## config.mk

```make
export PLATFORM = sky130hd
export DESIGN_NAME = comd_divider
export DESIGN_NICKNAME = d
export VERILOG_FILES = /design/src/hw/rtl/comd_divider.sv
export SDC_FILE = /design/constraint.sdc
export NUM_CORES = 1
export LEC_CHECK = 0
export BUFFER_PORTS_ARGS = -buffer_cell sky130_fd_sc_hd__buf_2
export CORE_UTILIZATION = 51
export CTS_CLUSTER_DIAMETER = 200
export CTS_CLUSTER_SIZE = 24
export DETAILED_ROUTE_END_ITERATION = 10
export HOLD_SLACK_MARGIN = 0.12
export PLACE_DENSITY = 0.86
export SYNTH_ARGS = -nofsm -noshare
export SYNTH_HDL_FRONTEND = slang
export SYNTH_SLANG_ARGS = --single-unit
```

## constraint.sdc

```tcl
create_clock -name clk -period 3.4 [get_ports clk]
set_input_delay 0.34 -clock clk [delete_from_list [all_inputs] [get_ports clk]]
set_output_delay 0.34 -clock clk [all_outputs]
set_load 0.02 [all_outputs]
```

## src/hw/rtl/comd_divider.sv

```systemverilog
`default_nettype none
// Restoring divider, one quotient bit per cycle while busy: q = num / den, 42-bit num, 26-bit den.
module comd_divider (
    input  wire logic        clk,
    input  wire logic        rst_n,
    input  wire logic        start,
    input  wire logic [41:0] num,
    input  wire logic [25:0] den,
    output logic             done,
    output logic [24:0]      quot
);
    logic [5:0]  cnt_reg, cnt_next;
    logic [41:0] q_reg, q_next;
    logic [26:0] r_reg, r_next;
    logic [25:0] d_reg, d_next;
    logic        busy_reg, busy_next;
    logic [26:0] trial;

    always_comb
    begin
        cnt_next  = cnt_reg;
        q_next    = q_reg;
        r_next    = r_reg;
        d_next    = d_reg;
        busy_next = busy_reg;
        done      = 1'b0;
        trial     = {r_reg[25:0], q_reg[41]} - {1'b0, d_reg};
        if (start)
        begin
            q_next    = num;
            r_next    = '0;
            d_next    = den;
            cnt_next  = '0;
            busy_next = 1'b1;
        end
        else if (busy_reg)
        begin
            if (!trial[26])
            begin
                r_next = trial;
            end
            else
            begin
                r_next = {r_reg[25:0], q_reg[41]};
            end
            q_next   = {q_reg[40:0], ~trial[26]};
            cnt_next = cnt_reg + 6'd1;
            if (cnt_reg == 6'd41)
            begin
                busy_next = 1'b0;
                done      = 1'b1;
            end
        end
    end

    assign quot = q_next[24:0];

    always_ff @(posedge clk or negedge rst_n)
    begin
        if (!rst_n)
        begin
            busy_reg <= 1'b0;
            cnt_reg  <= '0;
        end
        else
        begin
            busy_reg <= busy_next;
            cnt_reg  <= cnt_next;
        end
    end

    always_ff @(posedge clk)
    begin
        q_reg <= q_next;
        r_reg <= r_next;
        d_reg <= d_next;
    end
endmodule
`default_nettype wire
```

==> impl_metrics.py <==
metrics = {
    "sta": {
        "maxSlewViolCount": 0,
        "setup_viol": 1,
        "hold_viol": 0,
        "skew_ns": 0.01106,
        "fin_crit_ns": 3.605,
        "maxSlewHeadroom_pct": 33.30,
        "fmax_mhz": 277.4,
        "rsz0062_at_grt": "yes",
        "tns_ns": -0.2051,
        "whs_ns": 0.1357,
        "post-route-period-util_pct": 106.0,
        "setup_slack_ns": -0.2051,
        "worst_slew_pin_slew_ns": 0.9984,
    },
    "floorplan": {
        "chipWidth_um": 106.3,
        "die_area_um2": 11310,
        "floorplan.initialDensity_pct": 53.07,
        "num_rows": 37,
        "coreArea_um2": 10460,
        "die_h_um": 106.3,
        "ios": 97,
    },
    "finish": {
        "largest_reg_flops": 42,
        "final_cell_mix": "buf_2 (94), dfxtp_1 (51), nand2_1 (49)",
        "seqCellArea_um2": 2489,
        "area_growth_pct": 17.33,
        "fillers": 879,
        "nets": 753,
        "multi_input_area_um2": 2663,
        "drive_above_1_share_pct": 21.12,
        "final_common_cell": "buf_2",
        "antenna_cells": 0,
    },
    "placement": {
        "io_buffers": 96,
        "dp_hpwl_um": 7613,
        "gp_congestion": 0.8711,
    },
    "power": {
        "power_frac_seq_pct": 55.9,
        "switchingPower_uw": 677.4,
        "switching_share_pct": 27.43,
        "p_clk_share_pct": 29.1,
        "power.internal_uw": 1792,
        "power.density_nw_per_um2": 379.1,
        "p_comb_share_pct": 15.0,
        "leakage_uw": 0.003140,
        "peakVddDrop_mv": 0.3779,
        "p_total_uw": 2470,
    },
    "global_route": {
        "grt_overflow": 0,
        "grt_max_degree": 85,
        "grt_pass1_vias": 4252,
        "antenna_found_initial": 0,
        "grt_usage_pct": 20.84,
        "grt_pass1_wl_um": 18860,
    },
    "clock_tree": {
        "numCtsBuffers": 9,
        "cts-root-buf": "clkbuf_8",
        "cts.sinks": 101,
        "worstSkewPairLatency_ns": 0.39,
        "clk_transition_reported_paths_ns": 0.10,
        "htree_num_levels": 3,
        "clock_path_buffers": 2,
        "cts_tree": "yes",
    },
    "worst_setup_path": {
        "cp.required_ns": 3.06,
        "crit_arrival_ns": 3.27,
        "cp-start-kind": "register",
        "crit_fanout": 3,
        "endpoint_kind": "primary output",
        "path_class": "register to primary output",
        "reg2reg_depth": 15,
        "rrSetupSlack_ns": 0.13,
    },
    "status": {
        "violations": "setup timing",
        "status": "finished with violations",
    },
    "logic_synthesis": {
        "yosysWarnings": 0,
        "synth_cells": 561,
        "synth_edf_count": 43,
        "synth_cell_types": 47,
        "synth-seq-cells": 101,
        "synth_fp_nets": 661,
        "async_flop_share_pct": 6.931,
        "yosys-top-cells-area": "edfxtp_1 (23%), dfxtp_1 (18%), mux2i_1 (8.7%)",
        "synth_area_per_cell_um2": 9.898,
        "synth_flop_cell": "dfxtp_1",
        "yosys.area.top_type": "edfxtp_1",
        "yosysSeqAreaShare_pct": 44.79,
        "yosysTopAreaCellShare_pct": 23.25,
        "syn_area_um2": 5553,
    },
    "route": {
        "vias": 4293,
        "post-route-drc-count": 0,
        "drt_iter0_drc": 183,
        "routed_wl_um": 11350,
        "drtAntennaViolNets": 0,
        "firstDrtPassIters": 4,
        "viasPerCell": 5.407,
        "wl_per_cell_um": 14.29,
    },
    "min_path": {
        "hold_depth": 1,
        "hold_class": "input port to register",
    },
    "job": {
        "maxCapViolCount": 0,
    },
}
worst paths after layout:
path,start,end
worst max-delay path,q_reg[41],quot[0]
worst min-delay path,den[12],d_reg[12]
worst max register to register,q_reg[41],r_reg[22]
worst min register to register,r_reg[12],r_reg[12]
max in group asynchronous,rst_n,busy_reg
min in group asynchronous,rst_n,cnt_reg[0]
stage by stage:
step	area, um^2	cells	worst slack [ns]	util [%]
detailed placement	5938	742	0.06241	56.76
global route	6515	794	-0.3917	62.27
CTS	6411	786	-0.2333	61.28
floorplan	5553	561	0.02574	-
finish	6515	794	-0.2051	62.27
global placement	5938	742	0.1397	56.76
power groups by stage:
stage / combinational [uW] / sequential (uW) / clock [uW]
floorplan: 260 / 1400 / 0
global placement: 320 / 1410 / 0
detailed placement: 331 / 1410 / 0
CTS: 360 / 1380 / 740
global route: 408 / 1390 / 785
finish: 369 / 1380 / 719
critical path, stage by stage, from the launching register on:
cell	delay [ns]
edfxtp_1	0.40
inv_1	0.08
ha_2	0.19
inv_2	0.04
fa_2	0.33
a21o_1	0.18
a221o_2	0.37
a221oi_4	0.37
o41ai_4	0.11
o21ai_2	0.19
xnor2_2	0.15
mux2i_1	0.11
o21ai_1	0.17
buf_4	0.17
cells in the mapped netlist (all sizes together), types with 2 or more instances:
cell / n
dfrtp: 7
mux2i: 48
a221oi: 2
buf: 31
o21ai: 40
a31oi: 4
nor3: 5
nor2b: 4
a21oi: 18
and2: 2
nand2b: 4
clkbuf: 26
xnor2: 20
inv: 30
dfxtp: 51
nand2: 49
and4: 2
and3: 2
xor2: 10
o211ai: 2
nor2: 43
o21bai: 2
a22o: 15
a211oi: 29
a21o: 18
nand4: 5
edfxtp: 43
o21a: 4
ha: 28
nand3: 5
metal layers:
layer	track usage (%)	up-vias	part of all wire, %
li1	-	2167	-
met1	24.96	1989	43
met2	35.81	122	50
met4	6.448	0	1.3
met3	6.193	15	5.5
met5	0	-	0
repair_timing:
item                                   4_1_cts  5_1_grt
pin swaps                                    4        4
resized for setup                            6        6
hold buffers                                25        1
setup endpoints to repair                    1       27
gates cloned                                 0        1
endpoints found under the hold margin       31        1
buffers inserted                             3        7
logic make-up (layout without fill, tap and decap cells):
family	Yosys count	in the layout	share of synthesized area (%)
muxes	48	48	8.653
AOI/OAI and AO/OA	142	142	17.55
adders and majority gates	29	29	6.670
buffers and inverters	87	184	7.819
and+or+nand+nor	124	124	9.779
DFF	101	101	44.80
xor gates and xnor gates	30	30	4.732
layout make-up:
cell class / count / share of cell area, %
sequential: 101 / 38.20
clock buffer: 9 / 1.901
multi-input combinational: 373 / 40.87
inverter: 30 / 1.728
clock inverter: 7 / 0.8258
tap: 136 / 2.612
timing repair buffer: 138 / 13.87
Note: power is estimated with default switching activity, not from simulation.
